<file path="config.mk">
export PLATFORM = sky130hd
export DESIGN_NAME = key_derived_byte_substitution_tables_unit
export DESIGN_NICKNAME = d
export VERILOG_FILES = /design/src/rtl/kdbst_pkg.sv /design/src/rtl/kdbst_ram.sv /design/src/rtl/kdbst_builder.sv /design/src/rtl/kdbst_lookup.sv /design/src/rtl/key_derived_byte_substitution_tables_unit.sv
export SDC_FILE = /design/constraint.sdc
export NUM_CORES = 2
export LEC_CHECK = 0
export ABC_AREA = 1
export BUFFER_PORTS_ARGS = -buffer_cell sky130_fd_sc_hd__buf_2
export CELL_PAD_IN_SITES_DETAIL_PLACEMENT = 1
export CELL_PAD_IN_SITES_GLOBAL_PLACEMENT = 2
export CORE_MARGIN = 5
export CORE_UTILIZATION = 45
export DETAILED_ROUTE_END_ITERATION = 6
export PLACE_DENSITY = 0.87
export SLEW_MARGIN = 40
export SYNTH_ARGS = -nofsm -noshare
export SYNTH_HDL_FRONTEND = slang
export SYNTH_SLANG_ARGS = --single-unit
export TNS_END_PERCENT = 1
</file>
<file path="constraint.sdc">
create_clock -name clk -period 27.2 [get_ports clk]
set_input_delay 1.36 -clock clk [delete_from_list [all_inputs] [get_ports clk]]
set_output_delay 1.36 -clock clk [all_outputs]
set_load 0.02 [all_outputs]
</file>
<file path="src/rtl/kdbst_pkg.sv">
package kdbst_pkg;

	localparam int unsigned ByteW    = 8;
	localparam int unsigned Depth    = 256;
	localparam int unsigned KeyW     = 64;
	localparam int unsigned CfgIdxW  = 2;

	localparam logic [CfgIdxW-1:0] CFG_KEY  = 2'd0;
	localparam logic [CfgIdxW-1:0] CFG_KIND = 2'd1;

	localparam logic [ByteW-1:0] FIX_MUL = 8'd13;
	localparam logic [ByteW-1:0] FIX_ADD = 8'd11;
	localparam logic [ByteW-1:0] BYTE_LO = 8'h00;
	localparam logic [ByteW-1:0] BYTE_HI = 8'hff;

	typedef struct packed {
		logic             en;
		logic [ByteW-1:0] addr;
		logic [ByteW-1:0] data;
	} wr_t;

	// a^n mod 16 for a of 5 or 13
	function automatic logic [3:0] lcg_pow(input logic a13, input logic [3:0] n);
		logic [3:0] p;
		begin
			unique case (n[1:0])
				2'd0: p = 4'd1;
				2'd1: p = a13 ? 4'd13 : 4'd5;
				2'd2: p = 4'd9;
				2'd3: p = a13 ? 4'd5 : 4'd13;
				default: p = 4'd1;
			endcase
			return p;
		end
	endfunction

	// sum of a^j for j below n, mod 16
	function automatic logic [3:0] lcg_geo(input logic a13, input logic [3:0] n);
		logic [3:0] g;
		begin
			unique case (n)
				4'd0:  g = 4'd0;
				4'd1:  g = 4'd1;
				4'd2:  g = a13 ? 4'd14 : 4'd6;
				4'd3:  g = a13 ? 4'd7  : 4'd15;
				4'd4:  g = 4'd12;
				4'd5:  g = 4'd13;
				4'd6:  g = a13 ? 4'd10 : 4'd2;
				4'd7:  g = a13 ? 4'd3  : 4'd11;
				4'd8:  g = 4'd8;
				4'd9:  g = 4'd9;
				4'd10: g = a13 ? 4'd6  : 4'd14;
				4'd11: g = a13 ? 4'd15 : 4'd7;
				4'd12: g = 4'd4;
				4'd13: g = 4'd5;
				4'd14: g = a13 ? 4'd2  : 4'd10;
				4'd15: g = a13 ? 4'd11 : 4'd3;
				default: g = 4'd0;
			endcase
			return g;
		end
	endfunction

	// value of the nibble generator after idx+1 steps
	function automatic logic [3:0] lcg_term(input logic [ByteW-1:0] seed,
			input logic [3:0] idx);
		logic [3:0] n;
		logic [3:0] ad;
		logic [3:0] res;
		begin
			n   = idx + 4'd1;
			ad  = {seed[3:1], 1'b1};
			res = lcg_pow(seed[0], n) * seed[7:4] + ad * lcg_geo(seed[0], n);
			return res;
		end
	endfunction

	function automatic logic [ByteW-1:0] kbyte(input logic [KeyW-1:0] c,
			input int unsigned i);
		return c[8*i +: 8];
	endfunction

	function automatic logic [ByteW-1:0] col_seed(input logic [KeyW-1:0] c,
			input logic [3:0] r);
		logic [ByteW-1:0] s;
		begin
			unique case (r)
				4'd0:  s = kbyte(c, 1);
				4'd1:  s = kbyte(c, 6) ^ kbyte(c, 1);
				4'd2:  s = kbyte(c, 2) ^ kbyte(c, 3);
				4'd3:  s = kbyte(c, 2);
				4'd4:  s = kbyte(c, 1) ^ kbyte(c, 2);
				4'd5:  s = kbyte(c, 3) ^ kbyte(c, 4);
				4'd6:  s = kbyte(c, 3);
				4'd7:  s = kbyte(c, 2) ^ kbyte(c, 3);
				4'd8:  s = kbyte(c, 4) ^ kbyte(c, 5);
				4'd9:  s = kbyte(c, 4);
				4'd10: s = kbyte(c, 3) ^ kbyte(c, 4);
				4'd11: s = kbyte(c, 5) ^ kbyte(c, 6);
				4'd12: s = kbyte(c, 5);
				4'd13: s = kbyte(c, 4) ^ kbyte(c, 5);
				4'd14: s = kbyte(c, 6) ^ kbyte(c, 1);
				4'd15: s = kbyte(c, 6);
				default: s = kbyte(c, 1);
			endcase
			return s;
		end
	endfunction

endpackage

</file>
<file path="src/rtl/kdbst_ram.sv">
module kdbst_ram
	import kdbst_pkg::*;
(
	input  logic             clk,
	input  wr_t              wr,
	input  logic             re,
	input  logic [ByteW-1:0] raddr,
	output logic [ByteW-1:0] rdata
);

	logic [ByteW-1:0] mem_q [Depth];
	logic [ByteW-1:0] rdata_q;

	always_ff @(posedge clk) begin
		if (wr.en) begin
			mem_q[wr.addr] <= wr.data;
		end
		if (re) begin
			rdata_q <= mem_q[raddr];
		end
	end

	assign rdata = rdata_q;

endmodule

</file>
<file path="src/rtl/kdbst_builder.sv">
module kdbst_builder
	import kdbst_pkg::*;
(
	input  logic               clk,
	input  logic               arst_n,
	input  logic               cfg_we,
	input  logic [CfgIdxW-1:0] cfg_index,
	input  logic [KeyW-1:0]    cfg_wdata,
	output logic               busy,
	output wr_t                dec_wr,
	output wr_t                enc_wr
);

	typedef enum logic [1:0] {
		ST_IDLE = 2'b01,
		ST_RUN  = 2'b10
	} bstate_t;

	bstate_t          state_q;
	logic [KeyW-1:0]  ckey_q;
	logic             key_zero_q;
	logic             kind_q;
	logic [ByteW-1:0] cnt_q;
	logic [ByteW-1:0] pos_q;
	logic [ByteW-1:0] x_q;

	logic             start;
	logic             run;
	logic             last;
	logic [ByteW-1:0] fix_next;
	logic [ByteW-1:0] m;
	logic [3:0]       r;
	logic [3:0]       k;
	logic [ByteW-1:0] keyed_val;
	logic [ByteW-1:0] v;
	logic             edge_val;

	assign start = cfg_we && (cfg_index == CFG_KEY || cfg_index == CFG_KIND);
	assign run   = (state_q == ST_RUN);
	assign last  = (cnt_q == BYTE_HI);

	// stride 17 walk: low nibble is the step count, high nibble adds its carry
	assign m         = cnt_q + 8'd1;
	assign k         = m[3:0];
	assign r         = m[3:0] + m[7:4];
	assign keyed_val = {lcg_term(ckey_q[7:0], r), lcg_term(col_seed(ckey_q, r), k)};
	assign fix_next  = x_q * FIX_MUL + FIX_ADD;

	always_comb begin
		priority if (kind_q) begin
			v = fix_next;
		end else if (key_zero_q) begin
			v = cnt_q;
		end else begin
			v = keyed_val;
		end
	end

	assign edge_val = (v == BYTE_LO) || (v == BYTE_HI);

	always_comb begin
		dec_wr.en   = run;
		enc_wr.en   = run;
		enc_wr.addr = v;
		if (edge_val) begin
			dec_wr.addr = v;
			dec_wr.data = v;
			enc_wr.data = v;
		end else begin
			dec_wr.addr = pos_q;
			dec_wr.data = v;
			enc_wr.data = pos_q;
		end
	end

	assign busy = run;

	always_ff @(posedge clk or negedge arst_n) begin
		if (!arst_n) begin
			ckey_q     <= '1;
			key_zero_q <= 1'b1;
			kind_q     <= 1'b0;
		end else if (cfg_we) begin
			unique case (cfg_index)
				CFG_KEY: begin
					ckey_q     <= cfg_wdata - 64'd1;
					key_zero_q <= (cfg_wdata == '0);
				end
				CFG_KIND: begin
					kind_q <= cfg_wdata[0];
				end
				default: begin
				end
			endcase
		end
	end

	always_ff @(posedge clk or negedge arst_n) begin
		if (!arst_n) begin
			state_q <= ST_RUN;
			cnt_q   <= '0;
			pos_q   <= 8'd1;
			x_q     <= '0;
		end else if (start) begin
			state_q <= ST_RUN;
			cnt_q   <= '0;
			pos_q   <= 8'd1;
			x_q     <= '0;
		end else if (run) begin
			cnt_q <= cnt_q + 8'd1;
			x_q   <= fix_next;
			if (!edge_val) begin
				pos_q <= pos_q + 8'd1;
			end
			if (last) begin
				state_q <= ST_IDLE;
			end
		end
	end

`ifndef SYNTH
	a_sweep_ends: assert property (@(posedge clk) disable iff (!arst_n)
		(run && last && !start) |=> (state_q == ST_IDLE))
		else $error("table sweep did not end after the last entry");

	a_pos_nonzero: assert property (@(posedge clk) disable iff (!arst_n)
		(run && !edge_val) |-> (pos_q != BYTE_LO))
		else $error("fill position wrapped");

	a_start_restarts: assert property (@(posedge clk) disable iff (!arst_n)
		start |=> (run && cnt_q == BYTE_LO && pos_q == 8'd1))
		else $error("register write did not restart the sweep");
`endif

endmodule

</file>
<file path="src/rtl/kdbst_lookup.sv">
module kdbst_lookup
	import kdbst_pkg::*;
(
	input  logic                 clk,
	input  logic                 arst_n,
	input  logic                 hold,
	input  wr_t                  dec_wr,
	input  wr_t                  enc_wr,
	input  logic                 s_tvalid,
	output logic                 s_tready,
	input  logic [ByteW-1:0]     s_tdata,
	output logic                 m_tvalid,
	input  logic                 m_tready,
	output logic [2*ByteW-1:0]   m_tdata
);

	logic             valid_s1;
	logic             valid_s2;
	logic [ByteW-1:0] dec_s2;
	logic [ByteW-1:0] enc_s2;
	logic [ByteW-1:0] dec_rd;
	logic [ByteW-1:0] enc_rd;
	logic             out_free;
	logic             s_acc;

	assign out_free = !valid_s2 || m_tready;
	assign s_tready = !hold && (!valid_s1 || out_free);
	assign s_acc    = s_tvalid && s_tready;

	kdbst_ram u_dec_ram (
		.clk   (clk),
		.wr    (dec_wr),
		.re    (s_acc),
		.raddr (s_tdata),
		.rdata (dec_rd)
	);

	kdbst_ram u_enc_ram (
		.clk   (clk),
		.wr    (enc_wr),
		.re    (s_acc),
		.raddr (s_tdata),
		.rdata (enc_rd)
	);

	always_ff @(posedge clk or negedge arst_n) begin
		if (!arst_n) begin
			valid_s1 <= 1'b0;
			valid_s2 <= 1'b0;
		end else begin
			if (s_acc) begin
				valid_s1 <= 1'b1;
			end else if (out_free) begin
				valid_s1 <= 1'b0;
			end
			if (out_free) begin
				valid_s2 <= valid_s1;
			end
		end
	end

	always_ff @(posedge clk) begin
		if (out_free && valid_s1) begin
			dec_s2 <= dec_rd;
			enc_s2 <= enc_rd;
		end
	end

	assign m_tvalid = valid_s2;
	assign m_tdata  = {enc_s2, dec_s2};

`ifndef SYNTH
	a_no_accept_in_build: assert property (@(posedge clk) disable iff (!arst_n)
		hold |-> !s_tready)
		else $error("byte accepted while tables are rebuilt");

	a_read_lands: assert property (@(posedge clk) disable iff (!arst_n)
		s_acc |=> valid_s1)
		else $error("accepted byte lost before the output stage");

	a_stall_holds: assert property (@(posedge clk) disable iff (!arst_n)
		(valid_s1 && valid_s2 && !m_tready) |=> (valid_s1 && valid_s2))
		else $error("pipeline dropped a byte while stalled");
`endif

endmodule

</file>
<file path="src/rtl/key_derived_byte_substitution_tables_unit.sv">
// Byte substitution through a stored table and its inverse. Each byte taken on the slave side
// is looked up in both tables and one transaction leaves on the master side, decrypted byte in
// the low half and encrypted byte in the high half. One byte is taken per cycle unless a
// rebuild or m_tready stalls the flow; each result passes through the synchronous table read,
// then the output register. After reset and after every write to key_code or table_kind both
// tables are rebuilt in one sweep, one table entry a cycle through the write port of each
// memory; s_tready stays low during the sweep. table_kind selects the fixed sequence table,
// otherwise a zero key gives the identity table and any other key the keyed table.
module key_derived_byte_substitution_tables_unit
	import kdbst_pkg::*;
(
	input  logic               clk,
	input  logic               arst_n,
	input  logic               cfg_we,
	input  logic [CfgIdxW-1:0] cfg_index,
	input  logic [KeyW-1:0]    cfg_wdata,
	input  logic               s_tvalid,
	output logic               s_tready,
	input  logic [7:0]         s_tdata,   // byte_in
	output logic               m_tvalid,
	input  logic               m_tready,
	output logic [15:0]        m_tdata    // decrypted_byte, encrypted_byte
);

	logic busy;
	wr_t  dec_wr;
	wr_t  enc_wr;

	kdbst_builder u_builder (
		.clk       (clk),
		.arst_n    (arst_n),
		.cfg_we    (cfg_we),
		.cfg_index (cfg_index),
		.cfg_wdata (cfg_wdata),
		.busy      (busy),
		.dec_wr    (dec_wr),
		.enc_wr    (enc_wr)
	);

	kdbst_lookup u_lookup (
		.clk      (clk),
		.arst_n   (arst_n),
		.hold     (busy || cfg_we),
		.dec_wr   (dec_wr),
		.enc_wr   (enc_wr),
		.s_tvalid (s_tvalid),
		.s_tready (s_tready),
		.s_tdata  (s_tdata),
		.m_tvalid (m_tvalid),
		.m_tready (m_tready),
		.m_tdata  (m_tdata)
	);

endmodule

</file>
# After elaboration in Yosys (flattened, before gate mapping)
# Memories as Yosys holds them, arrays and structs flattened. A register that Yosys moved wholly into a read port is not among the register bits.
# Cells that the tools add are included.
# word_totals
register_bits	102
latch_bits	0
ramBits	4096
mem_bits_ro	0
inputBits	79
out_inout_bits	18
word_cells	163
memories	2
# op_classes
n_addsub	9
multipliers	5
n_div	0
magnitude_cmp	0
n_eq_ne	56
shifts	0
mux	43
n_bitwise	6
n_reduce_logical	31
# mem_list
memory	depth	width	read_ports	rd_clocked_by_memory_dff	write_ports	line_no	rtl
u_lookup.u_dec_ram.mem_q	256	8	1	1	1	kdbst_ram.sv:11	logic [ByteW-1:0] mem_q [Depth];
u_lookup.u_enc_ram.mem_q	256	8	1	1	1	kdbst_ram.sv:11	
# op_table
operator	count
$pmux 4 s16	2
$eq 4x4->1 const B	24
$pmux 8 s12	1
$mux 4	20
$mux 8	10
$logic_not 64->1	1
$sub 56x1->56 const B	1
$eq 4x3->1 const B	12
$xor 8x8->8	6
$pmux 4 s4	2
$eq 4x2->1 const B	6
$add 8x1->8 const B	2
$eq 8x8->1 const B	2
$mul 4x4->4	4
$mux 16	1
$add 4x4->4	3
$eq 4x1->1 const B	3
$logic_not 4->1	3
$eq 2x2->1 const B	5
$add 4x1->4 const B	2
$add 8x4->8 const B	1
$logic_not 8->1	1
$mul 8x4->8 const B	1
$reduce_and 2->1	4
10 further kinds	33

# Logic depth before layout (Yosys ltp)
# depth
depth_word	16
mapped_depth	52
ltp_nobuf	49

# Modules after synthesis
# Synthesis repeated with hierarchy kept, for this count alone.
# unflattened
cells_unflattened	15283
hier_area_um2	175931.2
# modules_own_cells
mod	instances	cells_per_inst	area_each_um2	seq_area_each_um2
kdbst_ram	2	7003	83476.3	61739.2
kdbst_builder	1	1244	8378.0	2175.8
kdbst_lookup	1	30	589.3	530.5
key_derived_byte_substitution_tables_unit	1	3	11.3	0.0

# Least setup slack after synthesis
# Ideal clock, no wire load.
# synth_path
path_type	register -> register
startpoint	register u_builder.x_q[1]
endpoint	memory u_lookup.u_dec_ram.mem_q[246][0] (enable)
setup_ns	0.370
arrival_ns	21.155
t_required_ns	26.830
slack_ns	5.674
stages_incl_launch_ff	19
path_buffers	1
synth_period_minus_slack_ns	21.526
path_cell_list	dfrtp_1 inv_1 ha_1 inv_1 fa_1 ha_1 a21oi_1 or2_2 nand2_1 o21ai_0 inv_1 nand3_1 nor2_8 o21ai_1 nand2_1 inv_2 nand2_1 buf_2 nor2_1
# synth_lines
item	line_no	rtl
start, declared	kdbst_builder.sv:25	logic [ByteW-1:0] x_q;
start signal, assigned	kdbst_builder.sv:111	x_q <= fix_next;
end, declared	kdbst_ram.sv:11	

==> metrics.yaml <==
status: "completed"
synth_top_area_cell: "edfxtp_1"
postCtsSetupRepairBufs: 0
synth_top_cell_area_share_pct: 72.6
grt_start_max_net_pins: 203
crit_path_frequent_cell: "nand2_1"
cts_resized: 0
final_common_cell: "edfxtp_1"
critical_path_class: "reg2reg"
hp-class: "in2async"
synth_edf_count: 4128
start_util_pct: 45.1
critPathArrivalTime_ns: 12.14
num-nets-final: 13600
synth_area_um2: 171000
vdd_drop_max_mv: 0.888
crit_path_start_kind: "register"
die_w_um: 626
period_minus_slack_ns: 11.54
tritoncts: "built"
worstSetupEndpointType: "register"
grtUsageTotal_pct: 27.4
cts_sinks: 4214
ys_async_sr_fraction_pct: 2.04
die_area_um2: 392000
ys_seq_area_share_pct: 73.9
clock_latency_ns: 1.00
slowest_stage: "nand4_4"
grt_pass1_wl_um: 808000
layout_common_cells: "edfxtp_1, nor2_1, o21ai_0, o22ai_1, clkbuf_16"
drive_above_1_share_pct: 8.34
yosysWarningCount: 0
p_leak_uw: 0.0599
fin_util_pct: 50.4
rsz0062_at_grt: "false"
cp.required_ns: 27.80
cts_root_buffer: "clkbuf_16"
critPathMaxStageDelay_ns: 0.62
synth_area_per_cell_um2: 12.4
drt_first_iter_violations: 14400
htreeDepth: 5
relSlewSlack_pct: 37.1
layoutNonFillerInstCount: 18900
dp_cells: 18000
pin_count: 97
die_h_um: 626
drv_cap: 0
wl_per_cell_um: 29.3
syn_nets: 13900
drt_pass1_iterations: 6
area_growth_pct: 11.7
row_count: 226
hold_viol_final: 0
place_congestion: 0.884
worstMarginPinSlew_ns: 0.934
port_buffers: 96
grt_pass1_vias: 119000
core_area_um2: 379000
synth_area_leaders: "edfxtp_1, o21ai_0, nor2_1"
ys.flop_type: "edfxtp_1"
skew_ns: 0.0633
clk_path_buf_depth: 4
synth_cell_types: 53
cts.clk_slew.worst_paths_ns: 0.06
setup_viol: 0
fin_crit_sh_pct: 42.4
dp_hpwl_um: 326000
critPathMaxFanout: 75
hold_ws_ns: 0.317
pwr_density_cell_nw_per_um2: 142
vias: 117000
overflow: 0
hold_buffers: 0
drcViolationCount: 0
ys_seq_elements: 4214
drv_slew: 0
synthCells: 13700
tns_ns: 0
vias_per_cell: 6.23
clock.fmax_mhz: 86.6
antenna_found_initial: 17
routed_wirelength_um: 553000
numCtsBuffers: 428
antenna_left: 0
## per-stage QoR
step / total power [uW] / cell area (um2) / setup slack, ns
floorplan: 15300 / 171000 / 5.67
global placement: 20700 / 176000 / 15.25
detailed placement: 21000 / 176000 / 15.38
CTS: 27000 / 190000 / 15.35
global route: 27800 / 191000 / 14.85
finish: 27100 / 191000 / 15.66
## cell usage after synthesis (6+ instances only)
master,number
o21ai_0,2723
nand4_1,39
xor2_1,42
nand2_2,7
a21oi_2,6
nor3_1,23
inv_1,181
nand3_2,13
dfrtp_1,27
a31oi_1,7
buf_2,36
nand3b_1,8
nor2_1,3469
a21oi_1,12
clkbuf_1,927
fa_1,8
inv_2,14
nand3_1,104
o211ai_1,10
edfxtp_1,4128
o32ai_1,89
nand2_1,347
xnor2_1,34
or2_2,21
o21ai_1,7
dfstp_2,59
ha_1,44
nand3_4,6
o22ai_1,1279
buf_1,24
nor4_1,12
## where the power goes
group | internal, uW | total, uW | switching, uW | leakage, uW
clock network | 3480 | 6060 | 2580 | 0.00694
registers | 11600 | 11700 | 159 | 0.0379
logic | 1080 | 9350 | 8270 | 0.0151
total | 16100 | 27100 | 11000 | 0.0599
## logic make-up (layout without fill, tap and decap cells)
| group | after synthesis | after routing | synth area share (%) |
|---|---|---|---|
| DFF | 4214 | 4214 | 73.9 |
| AOI/OAI and AO/OA | 4142 | 4142 | 13.3 |
| other | 0 | 12 | 0 |
| xor gates and xnor gates | 76 | 76 | 0.390 |
| muxes | 1 | 1 | 0.00659 |
| buffers and inverters | 1191 | 1280 | 2.66 |
| and+or+nand+nor | 4068 | 4068 | 9.34 |
| adders and majority gates | 52 | 52 | 0.416 |
## per-layer routing
metal	track usage, %	vias to the layer above	part of all wire [%]
met4	9.78	8	3.9
met3	4.86	1139	9.0
met5	0	-	0.0083
li1	-	50200	-
met2	44.2	6150	47
met1	37.4	60000	40
## path summary, 6_finish.rpt
| path | start | end | slack, ns | cells after the start |
|---|---|---|---|---|
| max | u_builder.cnt_q[0]$_DFFE_PN0P_ | u_lookup.u_dec_ram.mem_q[12][1]$_DFFE_PP_ | 15.66 | 44 |
| min | arst_n | u_builder.pos_q[4]$_DFFE_PN0P_ | 0.32 | 1 |
| max reg2reg | u_builder.cnt_q[0]$_DFFE_PN0P_ | u_lookup.u_dec_ram.mem_q[12][1]$_DFFE_PP_ | 15.66 | 44 |
| min reg2reg | u_lookup.u_enc_ram.rdata[1]$_DFFE_PP_ | u_lookup.enc_s2[1]$_DFFE_PP_ | 0.43 | 0 |
| max in group asynchronous | arst_n | u_builder.ckey_q[45]$_DFFE_PN1P_ | 25.89 | 2 |
| min in group clk | u_lookup.u_enc_ram.rdata[1]$_DFFE_PP_ | u_lookup.enc_s2[1]$_DFFE_PP_ | 0.43 | 0 |
## sequential cells by signal (all words and copies together) (netlist names), 2 cells and up
| signal | cells |
|---|---|
| u_builder.ckey_q | 56 |
| u_builder.state_q | 2 |
| u_lookup.u_enc_ram.rdata | 8 |
| u_lookup.enc_s2 | 8 |
| u_builder.pos_q | 8 |
| u_lookup.dec_s2 | 8 |
| u_builder.x_q | 8 |
| u_lookup.u_dec_ram.rdata | 8 |
| u_lookup.u_enc_ram.mem_q | 2048 |
| u_lookup.u_dec_ram.mem_q | 2048 |
| u_builder.cnt_q | 8 |
## worst max-delay path: cells and delay by family (launching register included)
family                   cells  cell delay, ns
adder cells (fa/ha/maj)      8            2.52
XOR/XNOR                     1            0.18
AO/OA/AOI/OAI                2            0.58
AND/OR/NAND/NOR             23            5.23
flip-flops                   1            0.52
buffers and inverters       10            1.99
## cell type report
class / count / area, um2
multi-input cells: 8339 / 40500
flip-flops and latches: 4214 / 126000
inverters: 200 / 811
diodes: 12 / 30.0
repair buffers: 289 / 2760
fillers: 38000 / 188000
well taps: 5016 / 6280
clock inverters: 283 / 3090
clock buffers: 508 / 11200
Power figures use the tool's default switching activity.
